**src/rtl/msf_pkg.sv**
```systemverilog
// Shared types, codes and control bundles for the minimum spanning forest block.
package msf_pkg;

    typedef logic [1:0]         opcode_t;
    typedef logic [5:0]         node_t;
    typedef logic signed [31:0] weight_t;
    typedef logic signed [37:0] total_t;
    typedef logic [6:0]         count_t;

    localparam opcode_t OP_ADD   = 2'd0;
    localparam opcode_t OP_RUN   = 2'd1;
    localparam opcode_t OP_CLEAR = 2'd2;

    localparam logic KIND_EDGE  = 1'b0;
    localparam logic KIND_TOTAL = 1'b1;

    localparam count_t NODE_COUNT_RESET = 7'd64;

    // controller -> datapath
    typedef struct packed {
        logic add_issue;    // add item accepted: latch fields, read matrix entry
        logic add_commit;   // add commit, after the matrix entry is read: write back if needed
        logic clr_wr;       // clear sweep write
        logic run_init;     // clear search state and total
        logic seed;         // start node: key 0, parent self
        logic sel_clear;    // first step of a selection scan
        logic sel_issue;    // selection scan read
        logic visit;        // mark selected node visited
        logic relax_issue;  // relaxation scan read
        logic emit_edge;    // load forest edge into output register
        logic emit_total;   // load total into output register
    } cmd_t;

    // datapath -> controller
    typedef struct packed {
        logic found;
        logic par_is_self;
        logic out_free;
        logic start_visited;
    } sts_t;

endpackage

```
**src/rtl/msf_ctrl.sv**
```systemverilog
// Sequencer for loads, clear sweeps and Prim selection/relaxation scans.
module msf_ctrl #(
    parameter int MAX_NODES = 64
) (
    input  logic                                   clk,
    input  logic                                   rst_n,
    input  logic                                   cfg_we,
    input  msf_pkg::count_t                        cfg_wdata,
    input  logic                                   req_valid,
    input  msf_pkg::opcode_t                       req_opcode,
    output logic                                   req_ready,
    output msf_pkg::cmd_t                          cmd,
    input  msf_pkg::sts_t                          sts,
    output logic [$clog2(MAX_NODES*MAX_NODES)-1:0] clr_addr,
    output logic [$clog2(MAX_NODES)-1:0]           scan_idx,
    output logic [$clog2(MAX_NODES)-1:0]           start_idx
);

    localparam int NW  = $clog2(MAX_NODES);
    localparam int NCW = $clog2(MAX_NODES + 1);
    localparam int AW  = $clog2(MAX_NODES * MAX_NODES);
    localparam int CW  = AW + 1;

    typedef enum logic [8:0] {
        S_CLR   = 9'b000000001,
        S_IDLE  = 9'b000000010,
        S_ADD   = 9'b000000100,
        S_START = 9'b000001000,
        S_SEL   = 9'b000010000,
        S_PAR   = 9'b000100000,
        S_EDGE  = 9'b001000000,
        S_RELAX = 9'b010000000,
        S_TOTAL = 9'b100000000
    } state_t;

    state_t          state_reg, state_next;
    logic [CW-1:0]   cnt_reg, cnt_next;
    logic [NCW-1:0]  s_reg, s_next;
    msf_pkg::count_t node_count_reg;
    logic [NCW-1:0]  n_nodes;

    // count above the array size acts as the array size
    assign n_nodes = (node_count_reg > 7'(MAX_NODES)) ? NCW'(MAX_NODES)
                                                      : NCW'(node_count_reg);

    assign clr_addr  = cnt_reg[AW-1:0];
    assign scan_idx  = cnt_reg[NW-1:0];
    assign start_idx = s_reg[NW-1:0];

    always_ff @(posedge clk or negedge rst_n)
    begin
        if (!rst_n)
        begin
            state_reg      <= S_CLR;
            cnt_reg        <= '0;
            s_reg          <= '0;
            node_count_reg <= msf_pkg::NODE_COUNT_RESET;
        end
        else
        begin
            state_reg <= state_next;
            cnt_reg   <= cnt_next;
            s_reg     <= s_next;
            if (cfg_we)
            begin
                node_count_reg <= cfg_wdata;
            end
        end
    end

    always_comb
    begin
        state_next = state_reg;
        cnt_next   = cnt_reg;
        s_next     = s_reg;
        cmd        = '0;
        req_ready  = 1'b0;
        unique case (state_reg)
            S_CLR:
            begin
                cmd.clr_wr = 1'b1;
                cnt_next   = cnt_reg + CW'(1);
                if (cnt_reg == CW'(MAX_NODES * MAX_NODES - 1))
                begin
                    state_next = S_IDLE;
                end
            end
            S_IDLE:
            begin
                req_ready = 1'b1;
                if (req_valid)
                begin
                    unique case (req_opcode)
                        msf_pkg::OP_ADD:
                        begin
                            cmd.add_issue = 1'b1;
                            state_next    = S_ADD;
                        end
                        msf_pkg::OP_RUN:
                        begin
                            cmd.run_init = 1'b1;
                            s_next       = '0;
                            state_next   = S_START;
                        end
                        msf_pkg::OP_CLEAR:
                        begin
                            cnt_next   = '0;
                            state_next = S_CLR;
                        end
                        default:
                        begin
                            state_next = S_IDLE;
                        end
                    endcase
                end
            end
            S_ADD:
            begin
                cmd.add_commit = 1'b1;
                state_next     = S_IDLE;
            end
            S_START:
            begin
                if (s_reg == n_nodes)
                begin
                    state_next = S_TOTAL;
                end
                else if (sts.start_visited)
                begin
                    s_next = s_reg + NCW'(1);
                end
                else
                begin
                    cmd.seed   = 1'b1;
                    cnt_next   = '0;
                    state_next = S_SEL;
                end
            end
            S_SEL:
            begin
                // reads issue for 0..n-1; a final step with no read drains the last compare
                if (cnt_reg < CW'(n_nodes))
                begin
                    cmd.sel_issue = 1'b1;
                    cmd.sel_clear = (cnt_reg == '0);
                    cnt_next      = cnt_reg + CW'(1);
                end
                else
                begin
                    state_next = S_PAR;
                end
            end
            S_PAR:
            begin
                if (sts.found)
                begin
                    cmd.visit  = 1'b1;
                    state_next = S_EDGE;
                end
                else
                begin
                    s_next     = s_reg + NCW'(1);
                    state_next = S_START;
                end
            end
            S_EDGE:
            begin
                if (sts.par_is_self)
                begin
                    cnt_next   = '0;
                    state_next = S_RELAX;
                end
                else if (sts.out_free)
                begin
                    cmd.emit_edge = 1'b1;
                    cnt_next      = '0;
                    state_next    = S_RELAX;
                end
            end
            S_RELAX:
            begin
                if (cnt_reg < CW'(n_nodes))
                begin
                    cmd.relax_issue = 1'b1;
                    cnt_next        = cnt_reg + CW'(1);
                end
                else
                begin
                    cnt_next   = '0;
                    state_next = S_SEL;
                end
            end
            S_TOTAL:
            begin
                if (sts.out_free)
                begin
                    cmd.emit_total = 1'b1;
                    state_next     = S_IDLE;
                end
            end
            default:
            begin
                state_next = S_IDLE;
            end
        endcase
    end

endmodule

```
**config.mk**
```make
export PLATFORM = sky130hd
export DESIGN_NAME = msf_ctrl
export DESIGN_NICKNAME = d
export VERILOG_FILES = /design/src/rtl/msf_pkg.sv /design/src/rtl/msf_ctrl.sv
export SDC_FILE = /design/constraint.sdc
export NUM_CORES = 1
export LEC_CHECK = 0
export ABC_AREA = 1
export BUFFER_PORTS_ARGS = -buffer_cell sky130_fd_sc_hd__buf_2
export CAP_MARGIN = 20
export CORE_MARGIN = 2
export CORE_UTILIZATION = 45
export DETAILED_ROUTE_END_ITERATION = 10
export PLACE_DENSITY = 0.8
export SYNTH_ARGS = -nofsm -noshare
export SYNTH_HDL_FRONTEND = slang
export SYNTH_SLANG_ARGS = --single-unit
```
**constraint.sdc**
```tcl
create_clock -name clk -period 2.2 [get_ports clk]
set_input_delay 0.22 -clock clk [delete_from_list [all_inputs] [get_ports clk]]
set_output_delay 0.22 -clock clk [all_outputs]
set_load 0.01 [all_outputs]
```
* Word-level counts from Yosys, hierarchy flattened
Index checks and enable logic that the tools add are counted.
** Storage, ports and cells
- Word-level logic and storage cells :: 92
- Output and inout bits :: 36
- Bits in registers :: 36
** Cells by class
- Magnitude comparators :: 2
- Eq/ne operators :: 27
- Add/subtract/negate cells :: 2
- Reductions and logical operators :: 7
- Multiplexer cells :: 50
** Operators with widths (number)
- 13-bit two-way mux :: 8
- 9-bit two-way mux :: 9
- 13-bit case mux with 6 select lines :: 1
- 9-bit case mux with 8 select lines :: 1
- 7-bit two-way mux :: 7
- 7-bit case mux with 3 select lines :: 1
- 1-bit two-way mux :: 20
- 2-bit inequality test, second input constant :: 10
- 7-bit AND reduction :: 2
- 13-bit by 1-bit adder with 13-bit output, second input constant :: 1
- 13-bit by 12-bit equality test with 1-bit output, second input constant :: 1
- 13-bit logical NOT :: 1
- 13-bit by 7-bit < comparator with 1-bit output :: 1
- 4-bit case mux with 3 select lines :: 1
- 9-bit by 1-bit equality test with 1-bit output, second input constant :: 1
- 9-bit by 2-bit equality test with 1-bit output, second input constant :: 1
- 9-bit by 3-bit equality test with 1-bit output, second input constant :: 1
- 9-bit by 4-bit equality test with 1-bit output, second input constant :: 1
- 9-bit by 5-bit equality test with 1-bit output, second input constant :: 1
- 9-bit by 6-bit equality test with 1-bit output, second input constant :: 1
- 9-bit by 7-bit equality test with 1-bit output, second input constant :: 1
- 9-bit by 8-bit equality test with 1-bit output, second input constant :: 1
- 9-bit equality test, second input constant :: 1
- 7-bit by 1-bit adder with 7-bit output, second input constant :: 1
- other kinds (11) :: 14

* Depth between registers and ports, before layout
- Depth after elaboration :: 5
- Gate-level depth with buffers :: 16
- Mapped depth without buffers :: 14

* Least setup slack after synthesis
No wires, ideal clock.
- Path type :: register to output
- Start point :: reg node_count_reg[6]
- End point :: out cmd[5] (netlist name)
- Path slack :: -0.242 ns
- Required time :: 1.980 ns
- Stages on the path, launching flop included :: 14
- Buffers on the path :: 1
- Arrival time :: 2.222 ns
- Path through :: dfstp_2 -> inv_2 -> buf_6 -> nand2_1 -> ha_1 -> nand2_1 -> inv_1 -> a21oi_1 -> nand2_1 -> nand2_1 -> nand2_2 -> nor2_2 -> inv_1 -> nor4_1
** RTL lines
- start, declared :: RTL line msf_ctrl.sv:39 : msf_pkg::count_t node_count_reg;
- start signal, assigned :: RTL line msf_ctrl.sv:57 : node_count_reg <= msf_pkg::NODE_COUNT_RESET;
- start signal, assigned :: RTL line msf_ctrl.sv:66 : node_count_reg <= cfg_wdata;
- end, declared :: RTL line msf_ctrl.sv:12 : output msf_pkg::cmd_t cmd,

==> metrics <==
failing checks setup timing; CP Class flip-flop to primary output; post-synth cell types 30; post-layout min period between 2 and 2.5 ns; # rows 30; first-pass GRT wire length between 10 and 15 mm; run status finished with violations; Num CTS Buffers 5; worst hold path type input port to asynchronous set/reset pin; ant diodes 0; NumNets Final around 580; Hold Violations, Final 0; DR vias roughly 3500; max FFs per register 13; Final ANT Viol Nets 0; Worst-Margin Slew roughly 0.87 ns; crit path capture type primary output; DRC 0; commonest non-fill, non-tap cell in the layout nand2_1; Root Driver clkbuf_8; vias in the first global route around 3100; WL final 9.14 mm; GPL Wtd Cong around 0.95; fin cells 650; relative slew slack around 42%; Yosys warning total 0; Syn Area/Cell 6.40 sq um; fmax 0.417 GHz; fin crit share 109%; WP data required ~2.0 ns; port bufs 52; Synth Instances ~500; Max FO, Critical Path 8; cell count after placement around 630; Die Footprint 0.00779 sq mm; Leak between 2 and 2.5 nW; fill cell count between 600 and 700; fin util between 50% and 60%; DRT Pass-1 Iters 5; RSZ-0062 raised after global routing true; Area Growth Syn to Fin 20.9%; VDD IR max between 400 and 500 uV; flops & latches, synth 36; Max-Cap Viols 0; clk_lat worst skew 0.30 ns; hold buffer count at CTS 0; core area between 0.006 and 0.007 sq mm; count of final max-slew check failures 0; most frequent cells in the layout nand2_1, inv_1, nand3_1, nor2_1, buf_2; largest net degree at the start of global routing 37; CTS tree done; # setup viols final 3; Die Height ~88 microns; total grt overflow 0; mean routed wirelength per cell 14.1 microns; Chip Width ~88 microns; syn_nets 525; share of cells above drive strength 1 25.1%; CTS Buffer Depth 2; CP Launch Type flip-flop; skew final 0.0146 ns; clock-pin slew on the worst setup and hold paths 0.08 ns; Top Ports 53; Initial Util between 40% and 50%; clock net sink count 36; vias per cell 5.31; initial antenna violation count 0; Initial DRC Count roughly 270; H-tree level count 2; sequential cell area fraction in the yosys report between 20% and 30%; worst hold margin ~0.030 ns; dpl hpwl around 6.5 mm; PwrDens approximately 880 mW/mm^2; Post-Syn Area 0.00319 sq mm; crit path DAT ~2.2 ns; fin worst setup slack -0.195 ns; worst reg-to-reg path cell count 16; Total GRT Usage 23.9%
## through the flow
step	cell area (sq um)	TNS (ns)	total power, mW	worst slack, ns
after floorplan	3220	-0.0206	2.17	-0.0206
after global placement	3450	0	2.49	0.0682
after detailed placement	3450	-0.102	2.53	-0.0314
after CTS	3770	-0.287	3.14	-0.162
after global routing	3860	-1.59	3.64	-0.313
final	3860	-0.404	3.40	-0.195
## synthesized netlist by cell type
library cell  instances  area share, %
a21oi_1               6           0.94
a21oi_2               1           0.27
buf_2                 4           0.63
buf_4                24            5.6
buf_6                 4            1.4
clkbuf_1              1           0.12
dfrtp_1              34             27
dfstp_2               2            1.6
ha_1                  9            3.5
inv_1                63            7.4
inv_2                 3           0.35
mux2_2                4            1.4
nand2_1             145             17
nand2_2               5           0.98
nand3_1              62            9.7
nand3_2               1           0.31
nand3b_1              1           0.24
nand4_1              20            3.9
nand4_2               2           0.78
nor2_1               63            7.4
nor2_2                4           0.78
nor2_4                3            1.1
nor3_1                6           0.94
nor3b_1               1           0.24
nor3b_4               1           0.59
nor4_1                1           0.20
o21ai_0              17            2.7
o21ai_1               1           0.16
xnor2_1               4            1.1
xor2_1                7            1.9
## worst paths after layout
path / start / to / slack [ns]
min in group clk: cfg_wdata[2] / node_count_reg[2] / 0.13
max in group asynchronous: rst_n / node_count_reg[4] / 1.61
hold / removal: rst_n / cnt_reg[10] / 0.03
setup / recovery: node_count_reg[6] / cmd[5] / -0.20
setup reg to reg: node_count_reg[6] / cnt_reg[6] / 0.01
hold reg to reg: cnt_reg[5] / cnt_reg[5] / 0.55
## worst max-delay path, stage by stage, from the launching register on
cell,delay [ns]
dfstp_2,0.58
inv_6,0.08
nand2_4,0.07
ha_4,0.20
nand2_1,0.08
nand2_1,0.05
a21oi_1,0.10
nand2_1,0.07
nand2_2,0.07
nand2_2,0.08
nor2_4,0.13
inv_2,0.07
nor4_4,0.12
buf_2,0.17
## cell families after synthesis
kind of cell               synth area share, %
buffers and inverters                     15.6
adders and majority gates                 3.53
xor gates and xnor gates                  3.02
and+or+nand+nor                           44.2
DFF                                       28.3
AOI/OAI and AO/OA                         4.03
muxes                                     1.41
## power breakdown
| group | internal (mW) | switching [mW] |
|---|---|---|
| Combinational | 0.688 | 1.39 |
| Clock | 0.250 | 0.260 |
| Sequential | 0.738 | 0.0767 |
| Total | 1.68 | 1.73 |
## repair_timing
item	4_1_cts	5_1_grt
gates resized for setup	28	16
cloned	0	1
buffers inserted	11	2
pin swaps	4	4
endpoints found under the setup margin	9	29
## layout make-up
cell class              instances  area, sq um  share of cell area (%)
well taps                      96          120                    3.11
repair buffers                 79          503                    13.0
clock inverters                 2         10.0                   0.259
multi-input cells             365         1990                    51.4
inverters                      66          258                    6.67
flip-flops and latches         36          903                    23.4
clock buffers                   6         82.6                    2.14
## metal layers
layer / vias up / global-route usage [%] / routed length, microns
li1: 1682 / - / -
met1: 1607 / 31.2 / 3940
met2: 142 / 40.5 / 4480
met3: 22 / 3.64 / 499
met4: 0 / 8.13 / 211
met5: - / 0 / 0
Power figures use the tool's default switching activity.
